**src/design/awls_pkg.sv**
```systemverilog
`default_nettype none
package awls_pkg;

  localparam int SampleW    = 16;
  localparam int CountW     = 16;
  localparam int IndexW     = 32;
  localparam int SumW       = 32;
  localparam int SquareW    = 47;
  localparam int RootInW    = 32;
  localparam int SqrtSteps  = RootInW / 2;
  localparam int StepW      = 6;

  localparam int QUEUE_DEPTH = 2;

  localparam logic [CountW-1:0]  WINDOW_RESET = 16'd48000;
  localparam logic [SampleW-1:0] MIN_RESET    = 16'hFFFF;
  localparam logic [StepW-1:0]   DIV_LAST     = 6'(SquareW - 1);
  localparam logic [StepW-1:0]   SQRT_LAST    = 6'(SqrtSteps - 1);
  localparam logic [RootInW-1:0] PROBE_INIT   = 32'h4000_0000;

  // one finished window as handed from the front to the back
  typedef struct packed {
    logic [IndexW-1:0]        index;
    logic [CountW-1:0]        count;
    logic [SampleW-1:0]       minimum;
    logic [SampleW-1:0]       maximum;
    logic signed [SumW-1:0]   sum;
    logic [SquareW-1:0]       squares;
  } window_t;

  typedef struct packed {
    logic full;
    logic empty;
  } queue_status_t;

endpackage
`default_nettype wire

```
**src/design/awls_sample_if.sv**
```systemverilog
`default_nettype none
interface awls_sample_if;
  logic        valid;
  logic        ready;
  logic [15:0] sample;

  modport source (output valid, output sample, input ready);
  modport sink   (input valid, input sample, output ready);
endinterface
`default_nettype wire

```
**src/design/awls_result_if.sv**
```systemverilog
`default_nettype none
interface awls_result_if;
  logic               valid;
  logic               ready;
  logic [31:0]        window_index;
  logic [15:0]        sample_count;
  logic [15:0]        minimum;
  logic [15:0]        maximum;
  logic [15:0]        span;
  logic signed [15:0] mean;
  logic [15:0]        rms;

  modport source (output valid, output window_index, output sample_count,
                  output minimum, output maximum, output span, output mean,
                  output rms, input ready);
  modport sink   (input valid, input window_index, input sample_count,
                  input minimum, input maximum, input span, input mean,
                  input rms, output ready);
endinterface
`default_nettype wire

```
**src/design/awls_front.sv**
```systemverilog
`default_nettype none
module awls_front (
  input  wire logic                  clk,
  input  wire logic                  rst,
  input  wire logic                  cfg_write,
  input  wire logic [15:0]           cfg_data,
  awls_sample_if.sink                samples,
  input  wire awls_pkg::queue_status_t q_status,
  output logic                       push,
  output awls_pkg::window_t          push_data
);

  logic [awls_pkg::CountW-1:0]   window_length;
  logic [awls_pkg::SquareW-1:0]  square_acc;
  logic signed [awls_pkg::SumW-1:0] sum_acc;
  logic [awls_pkg::CountW-1:0]   count;
  logic [awls_pkg::SampleW-1:0]  run_min;
  logic [awls_pkg::SampleW-1:0]  run_max;
  logic [awls_pkg::IndexW-1:0]   window_count;

  logic                          accept;
  logic signed [15:0]            centred;
  logic [31:0]                   square;
  logic [awls_pkg::CountW-1:0]   limit;
  logic [awls_pkg::CountW-1:0]   count_next;
  logic [awls_pkg::SampleW-1:0]  min_next;
  logic [awls_pkg::SampleW-1:0]  max_next;
  logic signed [awls_pkg::SumW-1:0] sum_next;
  logic [awls_pkg::SquareW-1:0]  square_next;
  logic                          close;

  assign samples.ready = !q_status.full;
  assign accept        = samples.valid && samples.ready;

  // subtracting midscale is a flip of the top bit
  assign centred     = $signed({~samples.sample[15], samples.sample[14:0]});
  assign square      = 32'($signed(centred) * $signed(centred));
  assign limit       = (window_length == '0) ? 16'd1 : window_length;
  assign count_next  = count + 16'd1;
  assign min_next    = (samples.sample < run_min) ? samples.sample : run_min;
  assign max_next    = (samples.sample > run_max) ? samples.sample : run_max;
  assign sum_next    = sum_acc + 32'(centred);
  assign square_next = square_acc + {15'd0, square};
  assign close       = count_next >= limit;

  assign push              = accept && close;
  assign push_data.index   = window_count + 32'd1;
  assign push_data.count   = count_next;
  assign push_data.minimum = min_next;
  assign push_data.maximum = max_next;
  assign push_data.sum     = sum_next;
  assign push_data.squares = square_next;

  always_ff @(posedge clk) begin
    if (rst) begin
      window_length <= awls_pkg::WINDOW_RESET;
      square_acc    <= '0;
      sum_acc       <= '0;
      count         <= '0;
      run_min       <= awls_pkg::MIN_RESET;
      run_max       <= '0;
      window_count  <= '0;
    end else begin
      if (cfg_write) begin
        window_length <= cfg_data;
      end
      if (accept) begin
        if (close) begin
          square_acc   <= '0;
          sum_acc      <= '0;
          count        <= '0;
          run_min      <= awls_pkg::MIN_RESET;
          run_max      <= '0;
          window_count <= window_count + 32'd1;
        end else begin
          square_acc <= square_next;
          sum_acc    <= sum_next;
          count      <= count_next;
          run_min    <= min_next;
          run_max    <= max_next;
        end
      end
    end
  end

endmodule
`default_nettype wire

```
**src/design/awls_queue.sv**
```systemverilog
`default_nettype none
module awls_queue #(
  parameter int Depth = awls_pkg::QUEUE_DEPTH
) (
  input  wire logic                    clk,
  input  wire logic                    rst,
  input  wire logic                    push,
  input  wire awls_pkg::window_t       push_data,
  input  wire logic                    pop,
  output awls_pkg::window_t            pop_data,
  output awls_pkg::queue_status_t      status
);

  localparam int PtrW = $clog2(Depth);
  localparam int FillW = $clog2(Depth + 1);
  localparam logic [PtrW-1:0]  PtrLast = PtrW'(Depth - 1);
  localparam logic [FillW-1:0] FillMax = FillW'(Depth);

  awls_pkg::window_t mem [Depth];
  logic [PtrW-1:0]  wr_ptr;
  logic [PtrW-1:0]  rd_ptr;
  logic [FillW-1:0] fill;

  assign status.full  = fill == FillMax;
  assign status.empty = fill == '0;

  always_ff @(posedge clk) begin
    if (push) begin
      mem[wr_ptr] <= push_data;
    end
    if (pop) begin
      pop_data <= mem[rd_ptr];
    end
  end

  always_ff @(posedge clk) begin
    if (rst) begin
      wr_ptr <= '0;
      rd_ptr <= '0;
      fill   <= '0;
    end else begin
      if (push) begin
        wr_ptr <= (wr_ptr == PtrLast) ? '0 : wr_ptr + PtrW'(1);
      end
      if (pop) begin
        rd_ptr <= (rd_ptr == PtrLast) ? '0 : rd_ptr + PtrW'(1);
      end
      case ({push, pop})
        2'b10:   fill <= fill + FillW'(1);
        2'b01:   fill <= fill - FillW'(1);
        default: fill <= fill;
      endcase
    end
  end

endmodule
`default_nettype wire

```
**src/design/awls_back.sv**
```systemverilog
`default_nettype none
module awls_back (
  input  wire logic                    clk,
  input  wire logic                    rst,
  input  wire awls_pkg::queue_status_t q_status,
  output logic                         pop,
  input  wire awls_pkg::window_t       pop_data,
  awls_result_if.source                results
);

  typedef enum logic [4:0] {
    IDLE = 5'b00001,
    LOAD = 5'b00010,
    DIV  = 5'b00100,
    SQRT = 5'b01000,
    DONE = 5'b10000
  } state_t;

  state_t state;
  state_t state_next;

  awls_pkg::window_t             win;
  logic                          negative;
  logic [awls_pkg::StepW-1:0]    step;
  logic [awls_pkg::SquareW-1:0]  num_sq;
  logic [awls_pkg::SquareW-1:0]  num_sm;
  logic [awls_pkg::CountW-1:0]   rem_sq;
  logic [awls_pkg::CountW-1:0]   rem_sm;
  logic [awls_pkg::RootInW-1:0]  value;
  logic [awls_pkg::RootInW-1:0]  root;
  logic [awls_pkg::RootInW-1:0]  probe;

  logic [awls_pkg::CountW:0]     trial_sq;
  logic [awls_pkg::CountW:0]     trial_sm;
  logic                          bit_sq;
  logic                          bit_sm;
  logic [awls_pkg::SumW-1:0]     magnitude;
  logic [awls_pkg::RootInW-1:0]  root_trial;
  logic [15:0]                   quotient;

  assign pop = (state == IDLE) && !q_status.empty;

  // one bit of both restoring divisions per cycle
  assign trial_sq = {rem_sq, num_sq[awls_pkg::SquareW-1]};
  assign trial_sm = {rem_sm, num_sm[awls_pkg::SquareW-1]};
  assign bit_sq   = trial_sq >= {1'b0, win.count};
  assign bit_sm   = trial_sm >= {1'b0, win.count};

  assign magnitude  = pop_data.sum[awls_pkg::SumW-1] ? 32'(-pop_data.sum)
                                                     : 32'(pop_data.sum);
  assign root_trial = root + probe;

  always_comb begin
    state_next = state;
    unique case (state)
      IDLE: if (!q_status.empty) state_next = LOAD;
      LOAD: state_next = DIV;
      DIV:  if (step == '0) state_next = SQRT;
      SQRT: if (step == '0) state_next = DONE;
      DONE: if (results.ready) state_next = IDLE;
      default: state_next = IDLE;
    endcase
  end

  always_ff @(posedge clk) begin
    if (rst) begin
      state <= IDLE;
    end else begin
      state <= state_next;
    end
  end

  always_ff @(posedge clk) begin
    case (state)
      LOAD: begin
        win      <= pop_data;
        negative <= pop_data.sum[awls_pkg::SumW-1];
        num_sq   <= pop_data.squares;
        num_sm   <= {15'd0, magnitude};
        rem_sq   <= '0;
        rem_sm   <= '0;
        step     <= awls_pkg::DIV_LAST;
      end
      DIV: begin
        rem_sq <= bit_sq ? 16'(trial_sq - {1'b0, win.count}) : trial_sq[15:0];
        rem_sm <= bit_sm ? 16'(trial_sm - {1'b0, win.count}) : trial_sm[15:0];
        num_sq <= {num_sq[awls_pkg::SquareW-2:0], bit_sq};
        num_sm <= {num_sm[awls_pkg::SquareW-2:0], bit_sm};
        if (step == '0) begin
          // mean square never exceeds 2^30, so the low word holds it
          value <= num_sq[awls_pkg::RootInW-2:0] == '0 && !bit_sq ? '0
                   : {num_sq[awls_pkg::RootInW-2:0], bit_sq};
          root  <= '0;
          probe <= awls_pkg::PROBE_INIT;
          step  <= awls_pkg::SQRT_LAST;
        end else begin
          step <= step - 6'd1;
        end
      end
      SQRT: begin
        if (value >= root_trial) begin
          value <= value - root_trial;
          root  <= (root >> 1) + probe;
        end else begin
          root  <= root >> 1;
        end
        probe <= probe >> 2;
        step  <= step - 6'd1;
      end
      default: ;
    endcase
  end

  assign quotient = num_sm[15:0];

  assign results.valid        = state == DONE;
  assign results.window_index = win.index;
  assign results.sample_count = win.count;
  assign results.minimum      = win.minimum;
  assign results.maximum      = win.maximum;
  assign results.span         = win.maximum - win.minimum;
  assign results.mean         = negative ? $signed(16'(-quotient)) : $signed(quotient);
  assign results.rms          = root[15:0];

endmodule
`default_nettype wire

```
**src/design/audio_window_level_stats_top.sv**
```systemverilog
// windowed audio level meter: each accepted request carries one unsigned
// 16-bit sample (midscale 32768 is zero) and the front accumulates it in the
// same cycle, so samples stream in at one per clock. when the sample count
// reaches window_length (a value of 0 acts as 1) the front closes the window
// and puts its totals into a small queue, then clears for the next window.
// the back takes one window at a time from the queue and works through load,
// a one-bit-per-cycle restoring divider (mean and mean square in parallel),
// a digit-by-digit square root and hand-off, then holds the result until it
// is taken. sample input stalls only when the queue is full, i.e. when
// windows close faster than the back can finish them or results are not
// being drained. window_length may be written at any idle moment; it does
// not clear the running totals
`default_nettype none
module audio_window_level_stats_top #(
  parameter int QueueDepth = awls_pkg::QUEUE_DEPTH
) (
  input  wire logic        clk,
  input  wire logic        rst,
  // window length register
  input  wire logic        cfg_write,
  input  wire logic [15:0] cfg_data,
  // sample requests in, window results out
  awls_sample_if.sink      samples,
  awls_result_if.source    results
);

  // front to queue
  logic                    push;
  awls_pkg::window_t       push_data;
  // queue to back
  logic                    pop;
  awls_pkg::window_t       pop_data;
  awls_pkg::queue_status_t q_status;

  // accumulate min, max, sum and square sum per window
  awls_front u_front (
    .clk       (clk),
    .rst       (rst),
    .cfg_write (cfg_write),
    .cfg_data  (cfg_data),
    .samples   (samples),
    .q_status  (q_status),
    .push      (push),
    .push_data (push_data)
  );

  // closed windows waiting for the divider and square root
  awls_queue #(
    .Depth (QueueDepth)
  ) u_queue (
    .clk       (clk),
    .rst       (rst),
    .push      (push),
    .push_data (push_data),
    .pop       (pop),
    .pop_data  (pop_data),
    .status    (q_status)
  );

  // mean, mean square and rms, one window at a time
  awls_back u_back (
    .clk      (clk),
    .rst      (rst),
    .q_status (q_status),
    .pop      (pop),
    .pop_data (pop_data),
    .results  (results)
  );

endmodule
`default_nettype wire

```
**src/flat_wrapper.sv**
```systemverilog
// flat-port wrapper written by rule: the top's interface ports become plain ports
module audio_window_level_stats_top_flat 
#(
  parameter int QueueDepth = awls_pkg::QUEUE_DEPTH
)
  (clk, rst, cfg_write, cfg_data, samples_valid, samples_sample, samples_ready, results_valid, results_window_index, results_sample_count, results_minimum, results_maximum, results_span, results_mean, results_rms, results_ready);
  awls_sample_if samples_i ();
  awls_result_if results_i ();
  input  wire logic clk;
  input  wire logic rst;
  input  wire logic cfg_write;
  input  wire logic [15:0] cfg_data;
  input wire logic [$bits(samples_i.valid)-1:0] samples_valid;
  input wire logic [$bits(samples_i.sample)-1:0] samples_sample;
  output wire logic [$bits(samples_i.ready)-1:0] samples_ready;
  output wire logic [$bits(results_i.valid)-1:0] results_valid;
  output wire logic [$bits(results_i.window_index)-1:0] results_window_index;
  output wire logic [$bits(results_i.sample_count)-1:0] results_sample_count;
  output wire logic [$bits(results_i.minimum)-1:0] results_minimum;
  output wire logic [$bits(results_i.maximum)-1:0] results_maximum;
  output wire logic [$bits(results_i.span)-1:0] results_span;
  output wire logic [$bits(results_i.mean)-1:0] results_mean;
  output wire logic [$bits(results_i.rms)-1:0] results_rms;
  input wire logic [$bits(results_i.ready)-1:0] results_ready;
  assign samples_i.valid = samples_valid;
  assign samples_i.sample = samples_sample;
  assign samples_ready = samples_i.ready;
  assign results_valid = results_i.valid;
  assign results_window_index = results_i.window_index;
  assign results_sample_count = results_i.sample_count;
  assign results_minimum = results_i.minimum;
  assign results_maximum = results_i.maximum;
  assign results_span = results_i.span;
  assign results_mean = results_i.mean;
  assign results_rms = results_i.rms;
  assign results_i.ready = results_ready;
  audio_window_level_stats_top #(.QueueDepth(QueueDepth)) u_core (.clk(clk), .rst(rst), .cfg_write(cfg_write), .cfg_data(cfg_data), .samples(samples_i), .results(results_i));
endmodule
```
**config.mk**
```make
export PLATFORM = sky130hd
export DESIGN_NAME = audio_window_level_stats_top_flat
export DESIGN_NICKNAME = d
export VERILOG_FILES = /design/src/design/awls_pkg.sv /design/src/design/awls_sample_if.sv /design/src/design/awls_result_if.sv /design/src/design/awls_front.sv /design/src/design/awls_queue.sv /design/src/design/awls_back.sv /design/src/design/audio_window_level_stats_top.sv /design/src/flat_wrapper.sv
export SDC_FILE = /design/constraint.sdc
export NUM_CORES = 2
export LEC_CHECK = 0
export ABC_AREA = 1
export BUFFER_PORTS_ARGS = -buffer_cell sky130_fd_sc_hd__buf_4
export CAP_MARGIN = 20
export CORE_ASPECT_RATIO = 1.2
export CORE_MARGIN = 5
export CORE_UTILIZATION = 35
export DETAILED_ROUTE_END_ITERATION = 8
export GPL_ROUTABILITY_DRIVEN = 1
export GPL_TIMING_DRIVEN = 0
export PLACE_DENSITY = 0.55
export SETUP_SLACK_MARGIN = 0.3
export SYNTH_ARGS = -nofsm -noshare
export SYNTH_HDL_FRONTEND = slang
export SYNTH_SLANG_ARGS = --single-unit
```
**constraint.sdc**
```tcl
create_clock -name clk -period 11.6 [get_ports clk]
set_input_delay 2.9 -clock clk [delete_from_list [all_inputs] [get_ports clk]]
set_output_delay 2.9 -clock clk [all_outputs]
set_load 0.01 [all_outputs]
```
# Yosys cells after proc, flatten, opt, wreduce, memory -nomap -nowiden
# Memory sizes are Yosys's and may differ from the RTL's. A register that Yosys moved wholly into a read port is not among the register bits.
# Cells that the tools add are included.
# W data, S select, Z words.
[classes]
n_addsub = 17
n_eq_ne = 13
muxes = 37
n_reduce_logical = 19
n_bitwise = 1
order_cmp = 6
multipliers = 1
[op_table]
columns = ["cell", "count"]
rows = [
  ["$mux W32", 8],
  ["$pmux W32 S2", 3],
  ["$pmux W47 S2", 2],
  ["$mux W16", 9],
  ["$pmux W16 S2", 2],
  ["$sub A16 B16 Y16", 3],
  ["$add A47 B32 Y47", 1],
  ["$mux W47", 1],
  ["$ge A17 B16 Y1", 2],
  ["$add A31 B32 Y32", 1],
  ["$add A32 B1 Y32 const B", 1],
  ["$add A32 B16 Y32", 1],
  ["$add A32 B32 Y32", 1],
  ["$ge A32 B32 Y1", 1],
  ["$mul A16 B16 Y32", 1],
  ["$neg A32 Y32", 1],
  ["$sub A32 B32 Y32", 1],
  ["$logic_not A31 Y1", 1],
  ["$pmux W5 S5", 1],
  ["$mux W5", 4],
  ["$pmux W6 S3", 1],
  ["$add A16 B1 Y16 const B", 1],
  ["$ge A16 B16 Y1", 1],
  ["$gt A16 B16 Y1", 1],
  ["29 further kinds", 45],
]
[totals]
mem_bits_rw = 318
register_bits = 493
wordCells = 119
output_inout_bits = 130
memories = 1
[memory_table]
columns = ["memory", "depth", "word_bits", "rd", "rd_clocked_by_memory_dff", "wr", "line", "text"]
rows = [
  ["u_core.u_queue.mem", 2, 159, 1, 1, 1, "awls_queue.sv:19", "awls_pkg::window_t mem [Depth];"],
]

# Depth between registers and ports, before layout
[logic_depth]
ltp_word = 6
depth_mapped = 42
depth_no_buf = 41

# Cells and area by module
# Synthesis repeated with hierarchy kept, for this count alone.
[hier_totals]
cells_unflattened = 6973
hier_area_um2 = 61920.6
[by_module_without_submodules]
columns = ["module", "cells_per_inst", "area_each_um2", "instances"]
rows = [
  ["awls_front", 3483, 23966.7, 1],
  ["awls_back", 2805, 21097.7, 1],
  ["awls_queue", 685, 16856.2, 1],
]

# Least setup slack after synthesis
# No wires, ideal clock.
[synth_path]
kind = "input to register"
start = "in results_ready"
end = "reg u_core.u_queue.fill[1]"
setup_slack_ps = 159
required_time_ps = 11478
arrival_time_ps = 11319
stages = 9
path_cell_list = "nor4_1 > a21oi_1 > nand2_1 > nor2_1 > ha_1 > a21oi_1 > o21ai_0 > o21ai_0 > a21oi_1"
[synth_rtl]
columns = ["item", "line", "text"]
rows = [
  ["start: declaration", "flat_wrapper.sv:24", "input wire logic [$bits(results_i.ready)-1:0] results_ready;"],
  ["end signal: assignment", "awls_queue.sv:49", "2'b10: fill <= fill + FillW'(1);"],
  ["end signal: assignment", "awls_queue.sv:50", "2'b01: fill <= fill - FillW'(1);"],
  ["end signal: assignment", "awls_queue.sv:51", "default: fill <= fill;"],
  ["end: declaration", "awls_queue.sv:22", "logic [FillW-1:0] fill;"],
]

==> results.ini <==
[outcome]
status = finished, final reports clean

[global_route]
grt_max_degree = 55
grt_pass1_vias = 46195
grt_overflow_total = 0
antenna_found_initial = 1
grt_pass1_wl_um = 267000
grt_util_all_layers = 0.188

[finish]
final_common_cell = nand2_1
area_delta_synth_final_pct = 13.5
final-seq-area_mm2 = 0.0268
fin_cells = 9617
multi_input_area_mm2 = 0.0284
final_cell_mix = 1983 x nand2_1, 1065 x inv_1, 770 x edfxtp_1, 477 x nor2_1, 391 x a21oi_1
drive_gt1_frac = 0.0632
n_fill_cell = 17095
nNetsFinal = 7858

[placement]
dp.cells = 9424
hpwl_um = 138000
place.gp.congestion = 0.966
post-place-ws_ns = -0.190
portBuffers = 166

[logic_synthesis]
synth_top_area_cell = edfxtp_1
synth_edf_count = 770
syn-num-nets = 7560
synthTopCellsByArea = edfxtp_1 39%, nand2_1 12%, fa_1 8.1%
ys_seq_area_frac = 0.447
yosys_warnings = 0
syn_inst = 6962
synth_top_area_share = 0.385
netlist_area_mm2 = 0.0600
ys_ff_latch = 954
async_reset_ff_frac = 0
synth_cell_types = 62
synth_top_flop_cell = edfxtp_1
syn_area_per_cell_um2 = 8.62

[sta]
final_max_slew_viol_count = 0
fin_crit_ns = 10.81
finalSetupViolations = 0
hold_viol = 0
slew-limit-headroom = 0.280
worst_pin_slew_ns = 1.08
min_period_over_period = 0.932
fmax_mhz = 92.5
setup_ws_ns = 0.790
skew_ns = 0.0288
rsz0062_at_grt = no

[clock_tree]
path_clk_slew_ns = 0.07
postCtsSetupBuffers = 0
cts-resized-gates = 0
cts_tree = built
cts.sink_count = 954
cts_buffer_depth = 3
hold_buffers = 0
clock_latency_ns = 0.72
cts_root_buf = clkbuf_16
cts_buffers = 102
htree_levels = 3

[routing]
drtIter0Drc = 3327
drt_first_pass_iters = 6
wl_per_cell_um = 17.9
vias = 46844
routed_wl_um = 172000
drc_errors = 0
vias_per_cell = 4.87
final_antenna_net_count = 0

[floorplan]
die_area_mm2 = 0.180
fp.dieH_um = 464
io_pins = 167
die_x_um = 388
core_area_mm2 = 0.171
initial_utilization = 0.352
num_rows = 166

[worst_setup_path]
crit_slowest_cell = clkinv_1
worst-path-max-fanout = 11
reg2reg_slack_ns = 5.95
worst-endpoint-required_ns = 12.05
crit_buf_inv = 9
critPathMostFrequentCell = fa_1
cp-start-kind = input pin
max_stage_delay_ns = 0.76
critPathTopFamily = adder cells
critical_path_class = in -> reg
cp-end-kind = flop
critPathArrivalTime_ns = 11.26

[job]
cap_violations = 0

[min_path]
hold_class = reg -> reg

[worst paths after layout]
path,start,to,depth (start not counted)
setup / recovery,samples_sample[15],u_core.u_queue.mem[0][36],31
hold / removal,u_core.u_queue.pop_data[111],u_core.u_back.results.sample_count[0],0
setup reg to reg,u_core.u_front.count[0],u_core.u_queue.mem[0][24],21
hold reg to reg,u_core.u_queue.pop_data[111],u_core.u_back.results.sample_count[0],0
[final cells by class]
cell class,instances,area share
Clock buffer,124,0.0394
Antenna cell,2,0.0000735
Buffer,197,0.0129
Timing Repair Buffer,194,0.0260
Inverter,1072,0.0591
Tap cell,2268,0.0417
Clock inverter,67,0.0111
Multi-Input combinational cell,4739,0.416
Sequential cell,954,0.393
[cell families (layout without fill, tap and decap cells)]
| group | count (synthesis) | in the layout | synth area share |
|---|---|---|---|
| xor+xnor | 235 | 235 | 0.0343 |
| other cells | 0 | 2 | 0 |
| buf+inv | 1269 | 1654 | 0.0816 |
| fa+ha+maj | 561 | 561 | 0.147 |
| simple gates | 3090 | 3090 | 0.212 |
| compound gates | 853 | 853 | 0.0778 |
| flops | 954 | 954 | 0.447 |
[per-stage QoR]
step,setup TNS [ns],hold WS (ns),utilization,instance area [um2]
after floorplan,0,0.400,-,60000
after CTS,0,0.414,0.399,68100
after global routing,0,0.423,0.400,68100
after detailed placement,-1.70,0.405,0.379,64700
final,0,0.410,0.400,68100
after global placement,-1915.73,0.403,0.376,64100
[Yosys cell counts, types with 5 or more instances]
cell / number
o21bai_1: 16
a21boi_0: 7
a22oi_1: 38
dfxtp_1: 184
fa_1: 244
a21o_1: 26
ha_1: 317
o211ai_1: 8
nand3_1: 347
o21ai_0: 289
o31ai_1: 5
nor2_1: 480
o21ai_1: 12
and2_1: 55
nand4_1: 79
nor3_1: 70
or2_2: 10
edfxtp_1: 770
buf_2: 31
inv_1: 1065
o21a_1: 8
nand2_1: 1985
xnor2_1: 78
clkbuf_1: 136
a21oi_1: 392
nand2_2: 5
o22ai_1: 6
buf_4: 18
a31oi_1: 23
nor4_1: 23
nand3b_1: 13
buf_1: 7
xor2_1: 157
and3_1: 5
[state kept, by name (all words and copies together), names as in the netlist, 32 cells and up]
| register | cells |
|---|---|
| u_core.u_front.square_acc | 47 |
| u_core.u_front.sum_acc | 32 |
| u_core.u_back.root | 32 |
| u_core.u_front.window_count | 32 |
| u_core.u_back.num_sm | 47 |
| u_core.u_queue.mem | 318 |
| u_core.u_queue.pop_data | 159 |
| u_core.u_back.results.window_index | 32 |
| u_core.u_back.value | 32 |
| u_core.u_back.num_sq | 47 |
[metal layers]
layer	share of wire	wire, um	up-vias	track usage
met5	0	0	-	0
met4	0.027	4600	0	0.0516
met3	0.045	7780	228	0.0191
met2	0.48	83300	1094	0.326
met1	0.44	76400	22307	0.250
li1	-	-	23215	-
Power is left out: the tool's default activity adds up to more than one toggle a clock period on the data nets, which glitch-free logic cannot reach.
